--- config.mk ---
export PLATFORM = sky130hd
export DESIGN_NAME = bpa_bit_find
export DESIGN_NICKNAME = d
export VERILOG_FILES = /design/src/hw/rtl/bpa_pkg.sv /design/src/hw/rtl/bpa_bit_find.sv
export SDC_FILE = /design/constraint.sdc
export NUM_CORES = 1
export LEC_CHECK = 0
export ABC_AREA = 1
export ABC_CLOCK_PERIOD_IN_PS = 5100
export BUFFER_PORTS_ARGS = -buffer_cell sky130_fd_sc_hd__buf_2
export CAP_MARGIN = 30
export CORE_ASPECT_RATIO = 1.4
export CORE_MARGIN = 3
export CORE_UTILIZATION = 50
export DETAILED_ROUTE_END_ITERATION = 10
export PLACE_DENSITY_LB_ADDON = 0.1
export REMOVE_ABC_BUFFERS = 1
export SLEW_MARGIN = 20
export SYNTH_ARGS = -nofsm -noshare
export SYNTH_HDL_FRONTEND = slang
export SYNTH_SLANG_ARGS = --single-unit
export TNS_END_PERCENT = 20
--- constraint.sdc ---
create_clock -name vclk -period 5.1
set_input_delay 0.255 -clock vclk [all_inputs]
set_output_delay 0.255 -clock vclk [all_outputs]
set_load 0.03 [all_outputs]
--- src/hw/rtl/bpa_pkg.sv ---
// ----------------------------------------------------------------------------
// bpa_pkg: shared types and constants for the bitmap pool allocator
// Field widths, command and register codes, sequencer states and the result
// record of the free-bit finder.
// ----------------------------------------------------------------------------
package bpa_pkg;

  localparam int MAX_POOLS_DEF = 16;
  localparam int MAX_NODES_DEF = 1024;

  // Word size of the used-bit memory.
  localparam int WORD_W     = 64;
  localparam int BIT_IDX_W  = 6;

  // Port field widths.
  localparam int CMD_W      = 2;
  localparam int POOL_IDX_W = 4;
  localparam int NODE_IDX_W = 10;
  localparam int COUNT_W    = 15;

  // Configuration registers.
  localparam int SIZE_W     = 11;
  localparam int PCOUNT_W   = 5;
  localparam int CFG_IDX_W  = 2;
  localparam int CFG_DATA_W = 11;

  localparam logic [SIZE_W-1:0]   POOL_SIZE_RST  = 11'd1024;
  localparam logic [PCOUNT_W-1:0] POOL_COUNT_RST = 5'd16;

  localparam logic [CFG_IDX_W-1:0] REG_POOL_SIZE  = 2'd0;
  localparam logic [CFG_IDX_W-1:0] REG_POOL_COUNT = 2'd1;

  localparam logic [CMD_W-1:0] CMD_ALLOC   = 2'd0;
  localparam logic [CMD_W-1:0] CMD_RELEASE = 2'd1;
  localparam logic [CMD_W-1:0] CMD_CHECK   = 2'd2;

  typedef enum logic [2:0] {
    ST_CLEAR,
    ST_IDLE,
    ST_POOL,
    ST_ALLOC_RD,
    ST_ALLOC_CHK,
    ST_REL_RD,
    ST_REL_CHK
  } state_t;

  typedef struct packed {
    logic                 found;
    logic [BIT_IDX_W-1:0] bit_idx;
  } find_t;

endpackage

--- src/hw/rtl/bpa_bit_find.sv ---
// ----------------------------------------------------------------------------
// bpa_bit_find: lowest free node in one bitmap word
// Masks off nodes at or above the pool size and returns the lowest clear bit.
// ----------------------------------------------------------------------------
module bpa_bit_find
  import bpa_pkg::*;
#(
  parameter int WOFF_W = 4
) (
  input  logic [WORD_W-1:0] word,
  input  logic [WOFF_W-1:0] word_off,
  input  logic [SIZE_W-1:0] size,
  output find_t             result
);

  localparam int HI_W = SIZE_W - BIT_IDX_W;
  localparam int CMP_W = (WOFF_W > HI_W) ? WOFF_W : HI_W;

  logic [CMP_W-1:0]  off_ext;
  logic [CMP_W-1:0]  size_hi;
  logic              word_full;
  logic              word_part;
  logic [WORD_W-1:0] avail;

  assign off_ext   = CMP_W'(word_off);
  assign size_hi   = CMP_W'(size[SIZE_W-1:BIT_IDX_W]);
  // A word wholly below the pool size is fully usable; the word holding the
  // pool size is usable only below its low bits.
  assign word_full = off_ext < size_hi;
  assign word_part = off_ext == size_hi;

  always_comb begin
    for (int b = 0; b < WORD_W; b++) begin
      avail[b] = ~word[b] &
                 (word_full | (word_part & (BIT_IDX_W'(b) < size[BIT_IDX_W-1:0])));
    end
  end

  always_comb begin
    result = '0;
    for (int b = WORD_W - 1; b >= 0; b--) begin
      if (avail[b]) begin
        result.found   = 1'b1;
        result.bit_idx = BIT_IDX_W'(b);
      end
    end
  end

endmodule

; ---- Word level (Yosys, flattened, before mapping)
; Index checks and enable logic that the tools add are counted.
[word_totals]
reg_bits = 0
[classes]
n_lt_le_gt_ge = 65
n_eq_ne = 1
n_mux = 64
bitwise = 256
[ops]
columns = cell, n
row1 = 2-to-1 mux 7 bit, 64
row2 = "less-than comparator 6 bit, first input constant", 32
row3 = AND 1 bit, 128
row4 = "less-than comparator 5 x 6 -> 1 bit, first input constant", 16
row5 = inverter 1 bit, 64
row6 = OR 1 bit, 64
row7 = "less-than comparator 4 x 6 -> 1 bit, first input constant", 8
row8 = "less-than comparator 3 x 6 -> 1 bit, first input constant", 4
row9 = "less-than comparator 1 x 6 -> 1 bit, first input constant", 2
row10 = "less-than comparator 2 x 6 -> 1 bit, first input constant", 2
row11 = == test 4 x 5 -> 1 bit, 1
row12 = less-than comparator 4 x 5 -> 1 bit, 1

; ---- Depth between registers and ports, before layout
; Gate-level depths: netlist of the first run.
[logic_depth]
depth_word = 68
mapped_depth = 70
mapped_depth_nobuf = 69

; ---- Worst setup path after synthesis of the first run
; OpenSTA, ideal clock, no wires.
[synth_timing]
path_type = input port to output port
start = in size[8]
end = out result[0] in the netlist's numbering
t_arrival_ns = 4.121
required_ns = 4.845
slack_ns = 0.724
path_stages = 70
path_cell_list = inv_1 ha_1 nand2_2 inv_1 nand3_1 nand3_1 buf_4 nand2_1 nand2_2 nand2_1 nand2_1 nand2_1 nand2_1 nand2_1 nand2_1 nand2_1 nand2_1 nand2_1 [34 not listed] nand2_1 nand2_1 nand2_1 nand2_1 nand2_1 nand2_1 nand2_1 nand2_1 nand2_1 nand2_1 nand2_1 nand2_1 nand2_1 nand2_1 nand2_1 nand2_1 nand2_1 a21oi_2
[synth_rtl]
columns = item, line_no
row1 = from (decl), bpa_bit_find.sv:12  ; input logic [SIZE_W-1:0] size,
row2 = to (decl), bpa_bit_find.sv:13  ; output find_t result

==> reports/metrics.cfg, run 1 <==
[floorplanning]
die-width_microns = 57.2
dieHeight_microns = 77.6
boundaryPins = 86
core_sq_um = 3440
die_area_sq_um = 4440
rows = 25
start_util_pct = 53.2

[placed_design]
place_ws_ns = 0.164
dp_hpwl_mm = 5.21
place_congestion = 0.981
numPortBuffers = 86

[route]
wl_mm = 6.56
drtIter0Drc = 178
via_per_inst = 5.52
route.vias.total = 2937
drc = 0
dr.pass1.iters = 5
wl_per_cell_microns = 12.3
antenna_left = 0

[logic_synthesis]
avgSynthCellArea_sq_um = 4.64
yosys.area.top_type = nand2_1
ys_top_cells_by_count = nand2_1, inv_1, nor2_1
yosysTopAreaCellShare_pct = 31.8
netlist_area_sq_um = 1830
synth.most_common_cell = nand2_1
synth-seq-area-share_pct = 0
synth_cell_type_count = 34
synth.area.top_cells = nand2_1, inv_1, nor2_1
yosysWarningCount = 0
syn_inst = 395

[critical_path]
crit_type = in -> out
path_depth = 67
cp.buffers_inverters = 3
startpoint_type = primary input
endpoint_kind = primary output
cp_top_family = simple AND/OR/NAND/NOR gates
worst_path_largest_cell_delay_ns = 0.28
crit_path_top_delay_cell = nor3_4
required_ns = 4.85
cp.arrival_ns = 4.68
crit_fanout = 6
path_common_cell = nand2_1

[clocking]
hold_buffers = 0

[timing]
setup_ws_ns = 0.164
finalCriticalPeriod_ns = 4.94
fmax_mhz = 203
rsz0062_at_grt = true
relSlewSlack_pct = 57.6
max_slew.worst_pin.slew_ns = 0.636
finalCritPeriodShare_pct = 96.8
hold_viol = 0
maxSlewViolCount = 0
setup_violations = 0

[grt]
grt_max_degree = 21
grt_first_pass_wirelength_mm = 10.6
grt_pass1_vias = 2678
antenna_found_initial = 0
overflow = 0
grtUsageTotal_pct = 28.1

[power_and_ir_drop]
worst_ir_drop_vdd_mv = 0.0691
totalPowerFinal_uw = 283
p_per_area_nw_per_um2 = 112
p_leak_nw = 1.47

[finish]
ff_latch_area_sq_um = 0
final_core_util_pct = 73.5
drive_above_1_share_pct = 27.2
seq_cells = 0
nNetsFinal = 577
insertedDiodeCount = 0
nClkBuffers = 0
area_growth_pct = 38.0

[min_path]
hp-class = in -> out
hold_depth = 4

[job]
drv_cap = 0

[outcome]
status = completed

-- kinds of logic (layout without fill, tap and decap cells) --
logic type	count (synthesis)	after routing	synth area share, %
and+or+nand+nor	244	244	56.0
AOI/OAI and AO/OA	81	81	27.1
adders and majority gates	4	4	2.73
buffers and inverters	66	163	14.1
-- repair_timing --
| action | 4_1_cts | 5_1_grt |
|---|---|---|
| setup endpoints to repair | 0 | 1 |
| gates resized for setup | 0 | 30 |
| setup buffers | 0 | 6 |
-- metal layers --
layer | GRT usage [%] | wire, microns
met5 | 0 | 0
met4 | 9.98 | 189
met3 | 2.50 | 516
met2 | 52.9 | 3330
met1 | 31.8 | 2520
-- area by class of cell --
class	count	area [sq um]
fill	348	913
multi-input combinational	329	1680
timing repair buffer	100	559
inverter	63	241
tap	40	50.0
-- path summary, 6_finish.rpt --
path	startpoint	to	slack, ns
worst max-delay path	size[9]	result[0]	0.16
worst min-delay path	word[0]	result[0]	0.91
-- stage by stage --
step / instance area (sq um) / TNS [ns] / cells / hold slack (ns)
final: 2530 / 0 / 532 / 0.906
after global routing: 2530 / -0.520 / 532 / 0.933
after CTS: 2330 / 0 / 524 / 0.915
after detailed placement: 2330 / 0 / 524 / 0.912
after global placement: 2330 / 0 / 524 / 0.910
after floorplan: 1810 / 0 / 392 / 0.780
-- tightest hold or removal path, cell delays in order --
cell and delay (ns):
buf_2 0.07, a21oi_1 0.05, a21oi_2 0.13, buf_6 0.14
-- power breakdown --
part | internal, mW | switching, mW | total [mW]
Combinational | 0.109 | 0.174 | 0.283
Sequential | 0 | 0 | 0
Clock | 0 | 0 | 0
-- layout by cell type (no fill, tap or decap), types with 2 or more instances in the layout --
master | netlist | layout
nand2_1 | 155 | 151
buf_2 | 0 | 84
inv_1 | 58 | 55
nor2_1 | 47 | 47
a21oi_1 | 30 | 28
a31oi_1 | 15 | 15
buf_4 | 3 | 12
o21ai_0 | 11 | 10
nor3_1 | 9 | 9
nand2_2 | 4 | 7
o21bai_1 | 7 | 7
inv_2 | 5 | 6
nand3b_1 | 6 | 6
nand3_1 | 7 | 5
or2_2 | 5 | 5
o211ai_1 | 5 | 5
nor4_1 | 4 | 4
ha_4 | 0 | 4
a21oi_2 | 1 | 3
a21boi_0 | 3 | 3
buf_6 | 0 | 3
inv_4 | 0 | 2
o21ai_1 | 1 | 2
nand4_1 | 2 | 2
Note: power is estimated with default switching activity, not from simulation.
==> inputs of run 2 (changes only) <==
Settings changed: CORE_ASPECT_RATIO 1.4 to 1.5.
==> run 2 against run 1 <==
- first-iteration DRC count down 29%
- routed wire length grew 1.8%
- utilization increased by 1.0 points
- sequential share of layout area did not move
- maximum frequency hardly changed
- worst setup slack hardly changed
- final area grew 1.6%
- power is 3.2% higher
- clock-buffer cell count stayed put
- worst hold slack worse by 0.010 ns
==> reports/metrics.cfg, run 2 (synthesis gave the netlist of run 1 again) <==
[critical_path]
crit_path_top_delay_cell = nor3_4
crit_type = in -> out
endpoint_kind = primary output
required_ns = 4.85  ; about the same
cp.arrival_ns = 4.68  ; about the same
path_common_cell = nand2_1
worst_path_largest_cell_delay_ns = 0.32  ; +0.04 ns
crit_fanout = 6  ; unchanged
startpoint_type = primary input

[finish]
nClkBuffers = 0  ; unchanged
final_common_cell = nand2_1
layout_common_cells = nand2_1, buf_2, inv_1
insertedDiodeCount = 0  ; unchanged
area_growth_pct = 40.2
layout.cells.non_filler = 532  ; unchanged
ff_latch_area_sq_um = 0  ; unchanged
seq_cells = 0  ; unchanged
nNetsFinal = 575  ; -0.35%
drive_above_1_share_pct = 27.6  ; +0.32 points

[timing]
maxSlewViolCount = 0  ; unchanged
holdWs_ns = 0.896  ; -0.0103 ns
max_slew.worst_pin.slew_ns = 0.595  ; -0.0405 ns
rsz0062_at_grt = true
finalCriticalPeriod_ns = 4.94  ; -0.000480 ns
finalCritPeriodShare_pct = 96.8  ; about the same
setup_ws_ns = 0.165  ; +0.000480 ns
setup_violations = 0  ; unchanged
finalSetupTns_ns = 0  ; unchanged
fmax_mhz = 203  ; about the same
hold_viol = 0  ; unchanged
relSlewSlack_pct = 60.3  ; +2.7 points

[grt]
antenna_found_initial = 0  ; unchanged
grt_max_degree = 21  ; unchanged
grt_first_pass_wirelength_mm = 10.1  ; -4.4%
overflow = 0  ; unchanged
grt_pass1_vias = 2581  ; -3.6%
grtUsageTotal_pct = 26.8  ; -1.3 points

[route]
via_per_inst = 5.39  ; -2.3%
antenna_left = 0  ; unchanged
route.vias.total = 2868  ; -2.3%
drc = 0  ; unchanged
drtIter0Drc = 126  ; -29%
wl_per_cell_microns = 12.5  ; +1.8%
dr.pass1.iters = 5  ; unchanged
wl_mm = 6.67  ; +1.8%

[power_and_ir_drop]
netSwitchingPower_uw = 175  ; +0.94%
p_per_area_nw_per_um2 = 114  ; +1.6%
power_frac_comb_pct = 100.0  ; about the same
worst_ir_drop_vdd_mv = 0.0859  ; +24%
p_int_uw = 117  ; +6.7%
power_switching_share_pct = 60.0  ; -1.3 points
p_leak_nw = 1.49  ; +0.91%
totalPowerFinal_uw = 292  ; +3.2%
clkPwrFrac_pct = 0  ; unchanged
power_frac_seq_pct = 0  ; unchanged

[placed_design]
numPortBuffers = 86  ; unchanged
place_ws_ns = 0.231  ; +0.0679 ns
dp.cells = 526  ; +0.38%
dp_hpwl_mm = 5.23  ; +0.33%
place_congestion = 0.940  ; -4.2%

[job]
drv_cap = 0  ; unchanged

[floorplanning]
die-width_microns = 55.4  ; -3.0%
start_util_pct = 53.1  ; -0.12 points
core_sq_um = 3450  ; +0.22%
dieHeight_microns = 80.1  ; +3.2%
boundaryPins = 86  ; unchanged
die_area_sq_um = 4440  ; +0.11%
rows = 26  ; +4.0%

[min_path]
hp-class = in -> out

[clocking]
hold_buffers = 0  ; unchanged

[outcome]
status = completed

-- run 2: worst max-delay path: cells and delay by family --
kind / cells / cell delay [ns]
adder cells (fa/ha/maj): 1 / 0.25
AND/OR/NAND/NOR: 59 / 3.52
buffers and inverters: 3 / 0.24
AO/OA/AOI/OAI: 3 / 0.43
-- run 2: through the flow --
| step | instance area, sq um | util, % |
|---|---|---|
| 2_1_floorplan | 1810 | - |
| 3_3_place_gp | 2350 | 68.1 |
| 3_5_place_dp | 2350 | 68.1 |
| 4_1_cts | 2350 | 68.1 |
| 5_1_grt | 2570 | 74.5 |
| 6_report | 2570 | 74.5 |
-- run 2: per-layer routing --
layer / global-route usage (%) / wire, microns
met1: 28.0 / 2420
met2: 53.4 / 3340
met3: 2.25 / 554
met4: 11.4 / 368
met5: 0 / 0
-- run 2: path summary, 6_finish.rpt --
path / start / slack [ns] / cells after the start / endpoint
min: word[0] / 0.90 / 4 / result[0]
max: size[9] / 0.16 / 66 / result[0]
-- run 2: cell type report --
class                      instances  area (sq um)
inverter                          63           239
multi-input combinational        329          1690
timing repair buffer              98           591
fill                             341           881
tap                               42          52.6
-- run 2: repair_timing --
action	CTS	global route
hold endpoints to repair	0	0
setup endpoints to repair	0	1
buffers inserted	0	4
gates resized for setup	0	31
-- run 2: power groups by stage --
stage	registers, mW	clock network, mW	logic (mW)
floorplan	0	0	0.176
global placement	0	0	0.252
detailed placement	0	0	0.256
CTS	0	0	0.257
global route	0	0	0.329
finish	0	0	0.292
